[src/rtl/core/assert_macros.svh]
// ----------------------------------------------------------------------------
// Assertion macros
// Concurrent assertion helpers clocked on clk_i and disabled while rst_ni is
// low. Define ASSERT_OFF to compile them away.
// ----------------------------------------------------------------------------
`ifndef ASSERT_MACROS_SVH
`define ASSERT_MACROS_SVH
`ifndef ASSERT_OFF
`define ASSERT_ALWAYS(lbl, expr, msg) \
  lbl: assert property (@(posedge clk_i) disable iff (!rst_ni) (expr)) else $error(msg);
`define ASSERT_IMPLIES(lbl, ante, cons, msg) \
  lbl: assert property (@(posedge clk_i) disable iff (!rst_ni) (ante) |-> (cons)) \
    else $error(msg);
`else
`define ASSERT_ALWAYS(lbl, expr, msg)
`define ASSERT_IMPLIES(lbl, ante, cons, msg)
`endif
`endif

[src/rtl/core/ssu_pkg.sv]
// ----------------------------------------------------------------------------
// Sector sample unpacker package
// Sector layout constants, the sample format decode and the job record that
// passes from the front end to the back end.
// ----------------------------------------------------------------------------
package ssu_pkg;

  localparam int SectorBytes = 512;
  localparam int PosBits     = $clog2(SectorBytes);
  localparam int DataStart   = 30;
  localparam int DataEnd     = SectorBytes - 2;
  localparam int AsmBytes    = 18;
  localparam int AsmIdxBits  = $clog2(AsmBytes + 1);
  localparam int QueueDepth  = 2;

  localparam int PosLightLo  = 18;
  localparam int PosLightHi  = 19;
  localparam int PosTempLo   = 20;
  localparam int PosTempHi   = 21;
  localparam int PosFormat   = 25;
  localparam int PosCountLo  = 28;
  localparam int PosCountHi  = 29;

  localparam logic [7:0] FmtCodePacked = 8'h30;
  localparam logic [7:0] FmtCodeAxes3  = 8'h32;
  localparam logic [7:0] FmtCodeAxes6  = 8'h62;
  localparam logic [7:0] FmtCodeAxes9  = 8'h92;

  localparam logic [1:0] KindAccel = 2'd0;
  localparam logic [1:0] KindGyro  = 2'd1;
  localparam logic [1:0] KindMag   = 2'd2;

  typedef enum logic [2:0] {
    FmtNone,
    FmtPacked,
    FmtAxes3,
    FmtAxes6,
    FmtAxes9
  } fmt_e;

  typedef struct packed {
    fmt_e                       fmt;
    logic [AsmBytes-1:0][7:0]   data;
    logic [6:0]                 number;
    logic                       last;
    logic [15:0]                light_scale;
    logic [15:0]                temperature;
  } job_t;

  function automatic fmt_e fmt_decode(logic [7:0] code);
    fmt_e f;
    unique case (code)
      FmtCodePacked: f = FmtPacked;
      FmtCodeAxes3:  f = FmtAxes3;
      FmtCodeAxes6:  f = FmtAxes6;
      FmtCodeAxes9:  f = FmtAxes9;
      default:       f = FmtNone;
    endcase
    return f;
  endfunction

  function automatic logic [AsmIdxBits-1:0] bytes_per_sample(fmt_e f);
    logic [AsmIdxBits-1:0] n;
    unique case (f)
      FmtPacked: n = AsmIdxBits'(4);
      FmtAxes3:  n = AsmIdxBits'(6);
      FmtAxes6:  n = AsmIdxBits'(12);
      FmtAxes9:  n = AsmIdxBits'(18);
      default:   n = '0;
    endcase
    return n;
  endfunction

  // Highest sample index that still fits whole in the data area.
  function automatic logic [6:0] last_fit_index(fmt_e f);
    logic [6:0] n;
    unique case (f)
      FmtPacked: n = 7'((DataEnd - DataStart) / 4 - 1);
      FmtAxes3:  n = 7'((DataEnd - DataStart) / 6 - 1);
      FmtAxes6:  n = 7'((DataEnd - DataStart) / 12 - 1);
      FmtAxes9:  n = 7'((DataEnd - DataStart) / 18 - 1);
      default:   n = '0;
    endcase
    return n;
  endfunction

  function automatic logic [1:0] final_kind(fmt_e f);
    logic [1:0] k;
    unique case (f)
      FmtAxes6: k = KindGyro;
      FmtAxes9: k = KindMag;
      default:  k = KindAccel;
    endcase
    return k;
  endfunction

endpackage

[src/rtl/core/ssu_front.sv]
// ----------------------------------------------------------------------------
// Sector sample unpacker front end
// Tracks the byte position, captures the header fields, assembles sample
// bytes and hands each complete sample within the header count to the queue as a job.
// ----------------------------------------------------------------------------
`include "assert_macros.svh"

module ssu_front (
  input  logic          clk_i,
  input  logic          rst_ni,
  input  logic          in_valid_i,
  output logic          in_stall_o,
  input  logic [7:0]    sector_byte_i,
  input  logic          sector_start_i,
  input  logic          queue_full_i,
  output logic          job_valid_o,
  output ssu_pkg::job_t job_o
);
  import ssu_pkg::*;

  logic [PosBits-1:0]    pos_q, pos_d, pos;
  logic [15:0]           light_q, light_d;
  logic [15:0]           temp_q, temp_d;
  logic [7:0]            fmt_byte_q, fmt_byte_d;
  logic [15:0]           count_q, count_d;
  logic [AsmIdxBits-1:0] bis_q, bis_d;
  logic [6:0]            cnt_q, cnt_d;
  logic [7:0]            asm_q [AsmBytes];

  logic                  accept;
  fmt_e                  fmt;
  logic [AsmIdxBits-1:0] bps, idx, idx_next;
  logic                  in_data, done, room;

  assign accept     = in_valid_i && !queue_full_i;
  assign in_stall_o = queue_full_i;
  assign pos        = sector_start_i ? '0 : pos_q;
  assign fmt        = fmt_decode(fmt_byte_q);
  assign bps        = bytes_per_sample(fmt);
  assign in_data    = (pos >= PosBits'(DataStart)) && (pos < PosBits'(DataEnd)) &&
                      (fmt != FmtNone);
  assign idx        = (bis_q >= bps) ? '0 : bis_q;
  assign idx_next   = idx + AsmIdxBits'(1);
  assign done       = idx_next >= bps;
  assign room       = {9'd0, cnt_q} < count_q;
  assign job_valid_o = accept && in_data && done && room;

  always_comb begin
    job_o.fmt         = fmt;
    job_o.number      = cnt_q;
    job_o.light_scale = light_q;
    job_o.temperature = temp_q;
    job_o.last        = (({9'd0, cnt_q} + 16'd1) >= count_q) ||
                        (cnt_q >= last_fit_index(fmt));
    for (int g = 0; g < AsmBytes; g++) begin
      job_o.data[g] = (AsmIdxBits'(g) == idx) ? sector_byte_i : asm_q[g];
    end
  end

  always_comb begin
    pos_d      = pos_q;
    light_d    = light_q;
    temp_d     = temp_q;
    fmt_byte_d = fmt_byte_q;
    count_d    = count_q;
    bis_d      = bis_q;
    cnt_d      = cnt_q;
    if (accept) begin
      pos_d = pos + PosBits'(1);
      if (pos == '0) begin
        bis_d = '0;
        cnt_d = '0;
      end
      unique case (pos)
        PosBits'(PosLightLo): light_d[7:0]  = sector_byte_i;
        PosBits'(PosLightHi): light_d[15:8] = sector_byte_i;
        PosBits'(PosTempLo):  temp_d[7:0]   = sector_byte_i;
        PosBits'(PosTempHi):  temp_d[15:8]  = sector_byte_i;
        PosBits'(PosFormat):  fmt_byte_d    = sector_byte_i;
        PosBits'(PosCountLo): count_d[7:0]  = sector_byte_i;
        PosBits'(PosCountHi): count_d[15:8] = sector_byte_i;
        default: ;
      endcase
      if (in_data) begin
        bis_d = done ? '0 : idx_next;
        if (done && room && (cnt_q != 7'h7f)) begin
          cnt_d = cnt_q + 7'd1;
        end
      end
    end
  end

  always_ff @(posedge clk_i or negedge rst_ni) begin
    if (!rst_ni) begin
      pos_q      <= '0;
      light_q    <= '0;
      temp_q     <= '0;
      fmt_byte_q <= '0;
      count_q    <= '0;
      bis_q      <= '0;
      cnt_q      <= '0;
    end else begin
      pos_q      <= pos_d;
      light_q    <= light_d;
      temp_q     <= temp_d;
      fmt_byte_q <= fmt_byte_d;
      count_q    <= count_d;
      bis_q      <= bis_d;
      cnt_q      <= cnt_d;
    end
  end

  always_ff @(posedge clk_i) begin
    if (accept && in_data) begin
      asm_q[idx] <= sector_byte_i;
    end
  end

  `ASSERT_ALWAYS(a_byte_in_sample_range, bis_q < AsmIdxBits'(AsmBytes), "Sample byte index out of range.")
  `ASSERT_IMPLIES(a_job_needs_room, job_valid_o, !queue_full_i, "Job issued into a full queue.")

endmodule

[src/rtl/core/ssu_queue.sv]
// ----------------------------------------------------------------------------
// Sector sample unpacker job queue
// Short first-in first-out buffer of sample jobs between the front end and
// the back end.
// ----------------------------------------------------------------------------
`include "assert_macros.svh"

module ssu_queue (
  input  logic          clk_i,
  input  logic          rst_ni,
  input  logic          push_i,
  input  ssu_pkg::job_t job_i,
  output logic          full_o,
  output logic          head_valid_o,
  output ssu_pkg::job_t head_o,
  input  logic          pop_i
);
  import ssu_pkg::*;

  localparam int PtrBits = $clog2(QueueDepth);
  localparam int CntBits = $clog2(QueueDepth + 1);

  job_t               entry_q [QueueDepth];
  logic [PtrBits-1:0] wr_q, rd_q;
  logic [CntBits-1:0] count_q;

  assign full_o       = count_q == CntBits'(QueueDepth);
  assign head_valid_o = count_q != '0;
  assign head_o       = entry_q[rd_q];

  always_ff @(posedge clk_i or negedge rst_ni) begin
    if (!rst_ni) begin
      wr_q    <= '0;
      rd_q    <= '0;
      count_q <= '0;
    end else begin
      if (push_i) begin
        wr_q <= (wr_q == PtrBits'(QueueDepth - 1)) ? '0 : wr_q + PtrBits'(1);
      end
      if (pop_i) begin
        rd_q <= (rd_q == PtrBits'(QueueDepth - 1)) ? '0 : rd_q + PtrBits'(1);
      end
      if (push_i && !pop_i) begin
        count_q <= count_q + CntBits'(1);
      end else if (pop_i && !push_i) begin
        count_q <= count_q - CntBits'(1);
      end
    end
  end

  always_ff @(posedge clk_i) begin
    if (push_i) begin
      entry_q[wr_q] <= job_i;
    end
  end

  `ASSERT_IMPLIES(a_no_pop_when_empty, pop_i, count_q != '0, "Job queue popped while empty.")

endmodule

[src/rtl/core/ssu_back.sv]
// ----------------------------------------------------------------------------
// Sector sample unpacker back end
// Turns each queued sample job into its accelerometer, gyroscope and magnetometer
// results as its format has them, one a cycle through the output register unless out_stall_i holds it.
// ----------------------------------------------------------------------------
`include "assert_macros.svh"

module ssu_back (
  input  logic               clk_i,
  input  logic               rst_ni,
  input  logic               head_valid_i,
  input  ssu_pkg::job_t      head_i,
  output logic               pop_o,
  output logic               out_valid_o,
  input  logic               out_stall_i,
  output logic [1:0]         sensor_kind_o,
  output logic signed [15:0] axis_x_o,
  output logic signed [15:0] axis_y_o,
  output logic signed [15:0] axis_z_o,
  output logic [6:0]         sample_number_o,
  output logic [2:0]         scale_code_o,
  output logic [9:0]         light_level_o,
  output logic [15:0]        temperature_level_o,
  output logic               last_in_sector_o
);
  import ssu_pkg::*;

  function automatic logic [15:0] unpack10(logic [9:0] f, logic [1:0] e);
    logic [15:0] s;
    s = {{6{f[9]}}, f};
    return s << e;
  endfunction

  function automatic logic [15:0] word16(job_t j, logic [3:0] w);
    return {j.data[{w, 1'b1}], j.data[{w, 1'b0}]};
  endfunction

  logic [1:0]  phase_q, fin;
  logic        out_valid_q, load;
  logic [15:0] x, y, z;
  logic [2:0]  scale;
  logic        last;
  logic [31:0] packed_word;

  logic [1:0]  kind_q;
  logic [15:0] x_q, y_q, z_q;
  logic [6:0]  number_q;
  logic [2:0]  scale_q;
  logic [9:0]  light_q;
  logic [15:0] temp_q;
  logic        last_q;

  assign fin         = final_kind(head_i.fmt);
  assign load        = head_valid_i && (!out_valid_q || !out_stall_i);
  assign pop_o       = load && (phase_q == fin);
  assign packed_word = {head_i.data[3], head_i.data[2], head_i.data[1], head_i.data[0]};

  always_comb begin
    x     = word16(head_i, 4'd0);
    y     = word16(head_i, 4'd1);
    z     = word16(head_i, 4'd2);
    scale = head_i.light_scale[15:13];
    last  = head_i.last && (fin == KindAccel);
    unique case (phase_q)
      KindAccel: begin
        if (head_i.fmt == FmtPacked) begin
          x = unpack10(packed_word[9:0], packed_word[31:30]);
          y = unpack10(packed_word[19:10], packed_word[31:30]);
          z = unpack10(packed_word[29:20], packed_word[31:30]);
        end else if (head_i.fmt != FmtAxes3) begin
          x = word16(head_i, 4'd3);
          y = word16(head_i, 4'd4);
          z = word16(head_i, 4'd5);
        end
      end
      KindGyro: begin
        scale = head_i.light_scale[12:10];
        last  = head_i.last && (head_i.fmt == FmtAxes6);
      end
      KindMag: begin
        x     = word16(head_i, 4'd6);
        y     = word16(head_i, 4'd7);
        z     = word16(head_i, 4'd8);
        scale = '0;
        last  = head_i.last;
      end
      default: ;
    endcase
  end

  always_ff @(posedge clk_i or negedge rst_ni) begin
    if (!rst_ni) begin
      phase_q     <= KindAccel;
      out_valid_q <= 1'b0;
    end else begin
      if (load) begin
        phase_q <= (phase_q == fin) ? KindAccel : phase_q + 2'd1;
      end
      if (load) begin
        out_valid_q <= 1'b1;
      end else if (!out_stall_i) begin
        out_valid_q <= 1'b0;
      end
    end
  end

  always_ff @(posedge clk_i) begin
    if (load) begin
      kind_q   <= phase_q;
      x_q      <= x;
      y_q      <= y;
      z_q      <= z;
      number_q <= head_i.number;
      scale_q  <= scale;
      light_q  <= head_i.light_scale[9:0];
      temp_q   <= head_i.temperature;
      last_q   <= last;
    end
  end

  assign out_valid_o         = out_valid_q;
  assign sensor_kind_o       = kind_q;
  assign axis_x_o            = $signed(x_q);
  assign axis_y_o            = $signed(y_q);
  assign axis_z_o            = $signed(z_q);
  assign sample_number_o     = number_q;
  assign scale_code_o        = scale_q;
  assign light_level_o       = light_q;
  assign temperature_level_o = temp_q;
  assign last_in_sector_o    = last_q;

  `ASSERT_IMPLIES(a_phase_needs_job, phase_q != KindAccel, head_valid_i, "Result phase open without a job.")
  `ASSERT_IMPLIES(a_phase_in_range, head_valid_i, phase_q <= fin, "Result phase beyond the format.")

endmodule

[src/rtl/core/sensor_sector_sample_unpacker.sv]
// ----------------------------------------------------------------------------
// Sensor sector sample unpacker
// Parses 512-byte logger data sectors byte by byte and emits raw sensor
// triples with their scale codes and sector header values.
//
//   Channel  Direction  Handshake               Payload
//   in       sink       in_valid_i/in_stall_o   sector_byte_i, sector_start_i
//   out      source     out_valid_o/out_stall_i sensor_kind_o .. last_in_sector_o
//
// One sector byte is accepted every cycle while in_stall_o is low. A complete
// sample gives one to three results, issued one a cycle from the output register
// unless out_stall_i holds it, the first after the sample's final byte passes the
// job queue. A two-entry job queue separates byte parsing from result generation;
// in_stall_o rises only when both entries are held, i.e. when out_stall_i has held
// results back. Reset is asynchronous and needs no clearing pass.
// ----------------------------------------------------------------------------
module sensor_sector_sample_unpacker (
  input  logic               clk_i,
  input  logic               rst_ni,
  input  logic               in_valid_i,
  output logic               in_stall_o,
  input  logic [7:0]         sector_byte_i,
  input  logic               sector_start_i,
  output logic               out_valid_o,
  input  logic               out_stall_i,
  output logic [1:0]         sensor_kind_o,
  output logic signed [15:0] axis_x_o,
  output logic signed [15:0] axis_y_o,
  output logic signed [15:0] axis_z_o,
  output logic [6:0]         sample_number_o,
  output logic [2:0]         scale_code_o,
  output logic [9:0]         light_level_o,
  output logic [15:0]        temperature_level_o,
  output logic               last_in_sector_o
);
  import ssu_pkg::*;

  logic job_valid, queue_full, head_valid, pop;
  job_t job, head;

  ssu_front u_front (
    .clk_i          (clk_i),
    .rst_ni         (rst_ni),
    .in_valid_i     (in_valid_i),
    .in_stall_o     (in_stall_o),
    .sector_byte_i  (sector_byte_i),
    .sector_start_i (sector_start_i),
    .queue_full_i   (queue_full),
    .job_valid_o    (job_valid),
    .job_o          (job)
  );

  ssu_queue u_queue (
    .clk_i        (clk_i),
    .rst_ni       (rst_ni),
    .push_i       (job_valid),
    .job_i        (job),
    .full_o       (queue_full),
    .head_valid_o (head_valid),
    .head_o       (head),
    .pop_i        (pop)
  );

  ssu_back u_back (
    .clk_i               (clk_i),
    .rst_ni              (rst_ni),
    .head_valid_i        (head_valid),
    .head_i              (head),
    .pop_o               (pop),
    .out_valid_o         (out_valid_o),
    .out_stall_i         (out_stall_i),
    .sensor_kind_o       (sensor_kind_o),
    .axis_x_o            (axis_x_o),
    .axis_y_o            (axis_y_o),
    .axis_z_o            (axis_z_o),
    .sample_number_o     (sample_number_o),
    .scale_code_o        (scale_code_o),
    .light_level_o       (light_level_o),
    .temperature_level_o (temperature_level_o),
    .last_in_sector_o    (last_in_sector_o)
  );

endmodule

[config.mk]
export PLATFORM = sky130hd
export DESIGN_NAME = sensor_sector_sample_unpacker
export DESIGN_NICKNAME = d
export VERILOG_FILES = /design/src/rtl/core/ssu_pkg.sv /design/src/rtl/core/ssu_front.sv /design/src/rtl/core/ssu_queue.sv /design/src/rtl/core/ssu_back.sv /design/src/rtl/core/sensor_sector_sample_unpacker.sv
export VERILOG_INCLUDE_DIRS = /design/src /design/src/rtl/core
export SDC_FILE = /design/constraint.sdc
export NUM_CORES = 1
export LEC_CHECK = 0
export BUFFER_PORTS_ARGS = -buffer_cell sky130_fd_sc_hd__clkbuf_2
export CAP_MARGIN = 5
export CORE_ASPECT_RATIO = 2
export CORE_MARGIN = 10
export CORE_UTILIZATION = 35
export DETAILED_ROUTE_END_ITERATION = 12
export GPL_ROUTABILITY_DRIVEN = 0
export PLACE_DENSITY_LB_ADDON = 0.12
export REMOVE_ABC_BUFFERS = 1
export SLEW_MARGIN = 25
export SYNTH_ARGS = -nofsm -noshare
export SYNTH_HDL_FRONTEND = slang
export SYNTH_SLANG_ARGS = --single-unit
[constraint.sdc]
create_clock -name clk_i -period 15 [get_ports clk_i]
set_input_delay 1.5 -clock clk_i [delete_from_list [all_inputs] [get_ports clk_i]]
set_output_delay 1.5 -clock clk_i [all_outputs]
set_load 0.02 [all_outputs]
Yosys cells after proc, flatten, opt, wreduce, memory -nomap -nowiden
Memory sizes are Yosys's and may differ from the RTL's.
Cells that the tools add are included.
{"block": "word_totals", "wordCells": 176, "register_bits": 171, "n_memories": 2, "input_bits": 13, "out_inout_bits": 89, "ramBits": 518}
{"block": "classes", "eq_ne": 42, "n_reduce_logical": 37, "shift": 3, "mux": 52, "n_lt_le_gt_ge": 7, "add_sub_neg": 9}
{"memory": "u_queue.entry_q", "words": 2, "width": 187, "read_ports": 1, "rd_clocked_by_memory_dff": 0, "wr": 1, "line": "ssu_queue.sv:23", "source": "job_t entry_q [QueueDepth];"}
{"memory": "u_front.asm_q", "words": 18, "width": 8, "read_ports": 18, "rd_clocked_by_memory_dff": 0, "wr": 1, "line": "ssu_front.sv:28", "source": "logic [7:0] asm_q [AsmBytes];"}
{"cell": "$mux 8", "n": 18}
{"cell": "$mux 16", "n": 6}
{"cell": "$pmux 16 s2", "n": 3}
{"cell": "$eq 9x5->1 const B", "n": 7}
{"cell": "$shl 16x2->16", "n": 3}
{"cell": "$eq 4x5->1 const A", "n": 8}
{"cell": "$pmux 7 s4", "n": 1}
{"cell": "$mux 7", "n": 3}
{"cell": "$eq 3x5->1 const A", "n": 4}
{"cell": "$mux 5", "n": 4}
{"cell": "$pmux 5 s4", "n": 1}
{"cell": "$eq 8x6->1 const B", "n": 2}
{"cell": "$ge 16x16->1", "n": 1}
{"cell": "$lt 7x16->1", "n": 1}
{"cell": "$reduce_and 2->1", "n": 8}
{"cell": "$logic_and 1x1->1", "n": 14}
{"cell": "$pmux 3 s4", "n": 1}
{"cell": "$eq 2x5->1 const A", "n": 2}
{"cell": "$eq 5x5->1 const A", "n": 2}
{"cell": "$ge 5x5->1", "n": 2}
{"cell": "$add 9x1->9 const B", "n": 1}
{"cell": "$eq 3x2->1 const B", "n": 3}
{"cell": "$ge 9x5->1 const B", "n": 1}
{"cell": "$logic_not 9->1", "n": 1}
{"cell": "other kinds (31)", "n": 53}

Depth between registers and ports, before layout
Gate-level depths: netlist of run 1.
{"block": "logic_depth", "word_depth": 14, "ltp_mapped": 25, "depth_no_buf": 23}

Modules after synthesis
A second synthesis of run 1 with hierarchy kept.
{"block": "hier_totals", "hier_cells": 1813, "hier_area_um2": 30220.2}
{"mod": "ssu_queue", "n_inst": 1, "cells_per_inst": 598, "seq_area_each_um2": 11330.9, "area_per_inst_um2": 14103.5}
{"mod": "ssu_front", "n_inst": 1, "cells_per_inst": 752, "seq_area_each_um2": 6251.0, "area_per_inst_um2": 10701.5}
{"mod": "ssu_back", "n_inst": 1, "cells_per_inst": 463, "seq_area_each_um2": 2687.6, "area_per_inst_um2": 5415.2}

Worst setup path before layout of run 1
OpenSTA, ideal clock, no wires.
{"block": "synth_timing", "path_type": "register -> register", "from": "reg u_front.fmt_byte_q[0]", "to": "mem u_queue.entry_q[0][0] (netlist name), enable pin", "arrival_time_ns": 12.658, "n_path_buf": 2, "path_slack_ns": 1.583, "required_ns": 14.241, "path_stages_with_launch": 23, "path_cell_list": "dfrtp_1 -> nor3_1 -> nand2_1 -> nor4b_1 -> nor2_1 -> ha_1 -> a21o_1 -> a21oi_1 -> nor2b_1 -> clkbuf_1 -> nand2_1 -> inv_1 -> ha_1 -> clkbuf_1 -> and3_1 -> ha_1 -> inv_1 -> ha_1 -> nand3_1 -> nor3b_1 -> nor2_1 -> nor3b_2 -> nor2b_1"}
{"element": "start: declaration", "line": "ssu_front.sv:24", "source": "logic [7:0] fmt_byte_q, fmt_byte_d;"}
{"element": "start signal: assignment", "line": "ssu_front.sv:106", "source": "fmt_byte_q <= fmt_byte_d;"}
{"element": "end: declaration", "line": "ssu_queue.sv:23"}

==> results.cfg, run 1 <==
[grt]
globalRouteOverflowTotal = 0
antenna_found_initial = 1
grt_pass1_wl_um = 115500
grt_use_total_pct = 15.99
grt_pass1_vias = 17370
grt_max_degree = 70

[sta]
min_period_over_period_pct = 51.79
layout_setup_ws_ns = 7.231
fmaxAchievable_mhz = 128.7
hold_violations = 0
drv_slew = 0
rsz0062_at_grt = no
max_slew_margin_pct = 28.99
fin_skew_ns = 0.01605
tns_ns = 0
holdWs_ns = 0.4661
period_needed_ns = 7.769
finalSetupViolations = 0
worst_slew_pin_slew_ns = 1.036

[detailed_routing]
drtAntennaViolNets = 0
viasPerCell = 5.283
num_vias = 16150
drc = 0
drt_wl_total_um = 77720
dr.first_iter.drc_count = 893
wl_per_cell_um = 25.42
dr.pass1.iters = 4

[clock_network]
ctsResizeCount = 0
clk_path_buf_depth = 3
htreeDepth = 2
postCtsSetupRepairBufs = 0
cts_hold_buf = 0
path_clk_slew_ns = 0.06
cts.sinks = 689
cts-root-buf = clkbuf_16
cts_tree = done
clock_latency_ns = 0.64
cts_inserted_buffers = 60

[logic_synthesis]
ys_ff_latch = 689
synth_cell_types = 64
synth_enable_flop_cells = 605
synth_ff_type = edfxtp_1
ys_seq_area_share_pct = 69.47
synthCells = 1848
async_flop_share_pct = 12.19
synth_area_um2 = 29180
syn_avg_cell_area_um2 = 15.79
synth_warnings = 0

[die]
io_pins = 102
die_h_um = 428.3
rows = 149
core_um2 = 82590
die_w_um = 224.2
die_area_um2 = 96010
initial_core_util_pct = 35.33

[final_layout]
nFillCells = 7582
drive_above_1_share_pct = 28.51
final_nets = 2006
syn2layout_area_growth_pct = 13.36
design_area_um2 = 33080

[placement]
placed_cell_area_um2 = 30980
dp_worst_setup_slack_ns = 7.048
dp_hpwl_um = 47550
port_buffers = 101

[worst_setup_path]
crit_path_end_kind = register
path_max_fanout = 41
crit_required_ns = 15.32
cp-start-kind = register
setup.worst_path.class = register to register
worstPathArrival_ns = 8.09

[min_path]
holdCritPathClass = register to register

[power]
p_leak_uw = 0.01125
ir_worst_vdd_mv = 0.07525
powerDensity_nw_per_um2 = 113.7
power_uw = 3762

[status]
status = finished, final reports clean

[flow_run]
drv_cap = 0
final timing paths:
kind / cells past startpoint / slack, ns / endpoint / start
setup / recovery: 23 / 7.23 / u_queue.entry_q[0][172] / u_front.fmt_byte_q[0]
hold / removal: 0 / 0.47 / u_queue.entry_q[0][25] / u_front.light_q[9]
setup reg to reg: 23 / 7.23 / u_queue.entry_q[0][172] / u_front.fmt_byte_q[0]
hold reg to reg: 0 / 0.47 / u_queue.entry_q[0][25] / u_front.light_q[9]
max in group asynchronous: 2 / 13.27 / u_queue.rd_q / rst_ni
min in group asynchronous: 1 / 0.75 / u_front.light_q[1] / rst_ni
cell type report:
type | instances | area, um2 | share of cell area [%]
Clock inverter | 39 | 422.9 | 1.279
Multi-Input combinational cell | 1036 | 8484 | 25.65
Sequential cell | 689 | 20270 | 61.29
Tap cell | 1057 | 1323 | 3.998
Timing Repair Buffer | 135 | 814.5 | 2.463
Inverter | 27 | 101.3 | 0.3064
Clock buffer | 73 | 1654 | 5.001
Antenna cell | 1 | 2.502 | 0.007566
critical path: stages, from the launching register on:
cell,delay (ns)
dfrtp_1,0.38
nor3_1,0.43
nand2_1,0.14
nor4b_1,0.54
nor2_1,0.22
ha_1,0.24
a21o_1,0.16
a21oi_1,0.18
nor2b_1,0.56
nand2_1,0.21
inv_1,0.15
ha_1,0.29
and3_1,0.19
ha_1,0.14
inv_1,0.05
ha_1,0.29
nand3_1,0.08
nor3b_1,0.55
nor2_1,0.23
nor3b_2,0.42
nor2b_4,0.46
buf_4,0.59
buf_4,0.57
buf_16,0.30
synthesized netlist by cell type, types with 8 or more instances:
cell type	instances	area, um2
ha_1	44	550.5
a22oi_1	31	232.7
xnor2_1	8	70.07
nand2_1	130	488.0
o211ai_1	41	307.8
nor2_1	77	289.0
edfxtp_1	605	18170
nor2b_1	8	50.05
o21ai_0	56	280.3
clkbuf_1	66	247.7
a211oi_1	22	165.2
dfrtp_1	84	2102
buf_2	20	100.1
and3_1	8	50.05
inv_1	27	101.4
mux2_2	312	3513
nand3_1	36	180.2
o221ai_1	12	105.1
mux2i_1	86	860.8
nor3_1	13	65.06
a21oi_1	29	145.1
buf_1	8	30.03
o22ai_1	14	87.58
a21o_1	12	90.09
flip-flops by register name, indices dropped and copies added, names as in the netlist, 3 cells and up:
signal,cells
u_queue.entry_q,374
u_front.asm_q,144
u_back.axis_x_o,16
u_back.axis_y_o,16
u_back.axis_z_o,16
u_back.temperature_level_o,16
u_front.count_q,16
u_front.light_q,16
u_front.temp_q,16
u_back.light_level_o,10
u_front.pos_q,9
u_front.fmt_byte_q,8
u_back.sample_number_o,7
u_front.cnt_q,7
u_front.bis_q,5
u_back.scale_code_o,3
through the flow:
stage	cells	util, %
floorplan	1752	-
CTS	3056	40.03
global route	3056	40.05
global placement	2942	37.45
finish	3057	40.05
detailed placement	2944	37.52
cells by family (layout without fill, tap and decap cells):
kind of cell             after synthesis  after routing  synth area share [%]
flip-flops                           689            689                 69.47
other                                  0              1                     0
AND/OR/NAND/NOR                      316            316                 4.992
multiplexers                         403            403                 15.32
adder cells (fa/ha/maj)               44             44                 1.887
XOR/XNOR                              15             15                0.4503
buffers and inverters                123            274                 1.694
AO/OA/AOI/OAI                        258            258                 6.184
report_power, final:
group / internal, uW / leakage (uW) / switching, uW
Sequential: 2070 / 0.00657 / 4.31
Clock: 938 / 0.00103 / 712
Combinational: 7.84 / 0.00365 / 34.9
layer usage:
metal	global-route usage, %	part of all wire [%]
met1	18.04	39
met2	29.41	53
met3	2.305	3.4
met4	6.611	3.9
met5	0	0
placed cells by master, fill, tap and decap left out, drive strengths merged, types with 22 or more instances in the layout:
| master | count |
|---|---|
| nand2 | 130 |
| edfxtp | 605 |
| a211oi | 22 |
| o211ai | 41 |
| a21oi | 30 |
| nand3 | 36 |
| o21ai | 56 |
| mux2 | 313 |
| dfrtp | 84 |
| clkinv | 27 |
| mux2i | 87 |
| nor2 | 77 |
| a22oi | 31 |
| ha | 44 |
| clkbuf | 173 |
| inv | 28 |
| buf | 35 |
Note: power is estimated with default switching activity, not from simulation.
==> inputs of run 2 (changes only) <==
==> constraint.sdc (replaced) <==
create_clock -name clk_i -period 6.9 [get_ports clk_i]
set_input_delay 0.69 -clock clk_i [delete_from_list [all_inputs] [get_ports clk_i]]
set_output_delay 0.69 -clock clk_i [all_outputs]
set_load 0.02 [all_outputs]
==> run 2 against run 1 <==
Effect of this change: via count rose by 0.77%; fmax grew 22%; total power increased by 110%; clock skew decreased by 0.0051 ns; die area is the same.
==> results.cfg, run 2 (synthesis results as in run 1) <==
[detailed_routing]
drtAntennaViolNets = 0
drt_wl_total_um = 79570
num_vias = 16270
drc = 0
viasPerCell = 5.308
dr.first_iter.drc_count = 985
dr.pass1.iters = 5
wl_per_cell_um = 25.95

[sta]
rsz0062_at_grt = no
finalSetupViolations = 0
fin_skew_ns = 0.01098
drv_slew = 0
fmaxAchievable_mhz = 157.0
tns_ns = 0
max_slew_margin_pct = 26.97
hold_violations = 0
period_needed_ns = 6.369
min_period_over_period_pct = 92.31
worst_slew_pin_slew_ns = 1.095
holdWs_ns = 0.3294

[worst_setup_path]
setup.worst_path.class = register to register
crit_path_end_kind = register
crit_required_ns = 7.21
cp-start-kind = register
path_max_fanout = 46
worstPathArrival_ns = 6.68

[clock_network]
ctsResizeCount = 0
cts_tree = done
cts-root-buf = clkbuf_16
clock_latency_ns = 0.65
postCtsSetupRepairBufs = 0
clk_path_buf_depth = 3
htreeDepth = 2
cts_hold_buf = 1
path_clk_slew_ns = 0.07
cts_inserted_buffers = 61
cts.sinks = 689

[grt]
antenna_found_initial = 2
grt_pass1_vias = 17140
globalRouteOverflowTotal = 0
grt_pass1_wl_um = 117600
grt_use_total_pct = 16.40
grt_max_degree = 88

[die]
die_area_um2 = 96010
die_w_um = 224.2
die_h_um = 428.3
io_pins = 102
core_um2 = 82590
initial_core_util_pct = 35.33
rows = 149

[power]
powerDensity_nw_per_um2 = 243.2
ir_worst_vdd_mv = 0.2023
p_leak_uw = 0.01126
power_uw = 8051

[flow_run]
drv_cap = 0

[final_layout]
reg.largest.list = u_queue.entry_q: 374 flops, u_front.asm_q: 144 flops
multi_input_area_um2 = 8493
nFillCells = 7636
regArea_um2 = 20270
utilization_pct = 40.09
max_flop_register = u_queue.entry_q
syn2layout_area_growth_pct = 13.49
final_nets = 2016
drive_above_1_share_pct = 28.19
layout_commonest_cell = edfxtp_1
design_area_um2 = 33110
largest_reg_flops = 374
layout_common_cells = 605 x edfxtp_1, 312 x mux2_2, 130 x nand2_1

[status]
status = finished, final reports clean

[placement]
dp_hpwl_um = 49490
port_buffers = 101
placed_cell_area_um2 = 31130

[min_path]
holdCritPathClass = primary input to register
## run 2: changes by cell type in the layout (fill, tap and decap cells not counted), sizes merged
cell         change
clkbuf          +11
clkinv          -10
buf              +9
bufinv           -3
clkinvlp         +1
dlygate4sd3      +1
## run 2: routing by layer
layer / routed length (um) / GRT usage (%) / share of wire, %
met5: 0 / 0 / 0
met4: 2125 / 5.193 / 2.7
met3: 2846 / 1.833 / 3.6
met2: 43480 / 31.02 / 55
met1: 31120 / 18.68 / 39
## run 2: critical path, stage by stage, from the launching register on
cell	delay [ns]
dfrtp_1	0.38
nor3_1	0.52
nand2_1	0.14
nor4b_1	0.53
nor2_1	0.22
ha_1	0.34
nand3_1	0.07
a21oi_1	0.21
nor2b_1	0.09
buf_4	0.18
nand2_1	0.11
inv_1	0.08
ha_1	0.27
and3_1	0.18
ha_1	0.29
inv_1	0.05
ha_1	0.28
nand3_1	0.09
nor3b_1	0.23
buf_4	0.18
nor2_1	0.09
nor3b_2	0.42
nor2b_4	0.69
buf_12	0.33
## run 2: final cells by class
cell class                 instances  area share (%)
sequential                       689           61.23
multi-input combinational       1036           25.65
clock buffer                      85           5.071
tap                             1057           3.994
timing repair buffer             144           2.868
clock inverter                    27          0.8767
inverter                          27          0.3061
antenna                            1        0.007557
## run 2: power by group
part           leakage (uW)  switching [uW]  internal (uW)
registers           0.00656            8.94           4490
logic               0.00375            79.0           17.4
clock network      0.000950            1540           1920
## run 2: worst paths after layout
check | startpoint | end | cells after the start | slack (ns)
worst max-delay path | u_front.fmt_byte_q[0] | u_queue.entry_q[0][139] | 23 | 0.53
worst min-delay path | out_stall_i | u_back.out_valid_o | 3 | 0.33
worst max register to register | u_front.fmt_byte_q[0] | u_queue.entry_q[0][139] | 23 | 0.53
worst min register to register | u_front.temp_q[3] | u_queue.entry_q[0][3] | 0 | 0.46
max in group asynchronous | rst_ni | u_queue.rd_q | 3 | 5.45
min in group asynchronous | rst_ni | u_front.light_q[5] | 2 | 0.46
## run 2: stage by stage
step	setup slack, ns	instances
floorplan	-6.479	1752
detailed placement	0.5242	2952
global placement	0.6210	2952
global route	0.03769	3065
CTS	0.4630	3065
finish	0.5307	3066
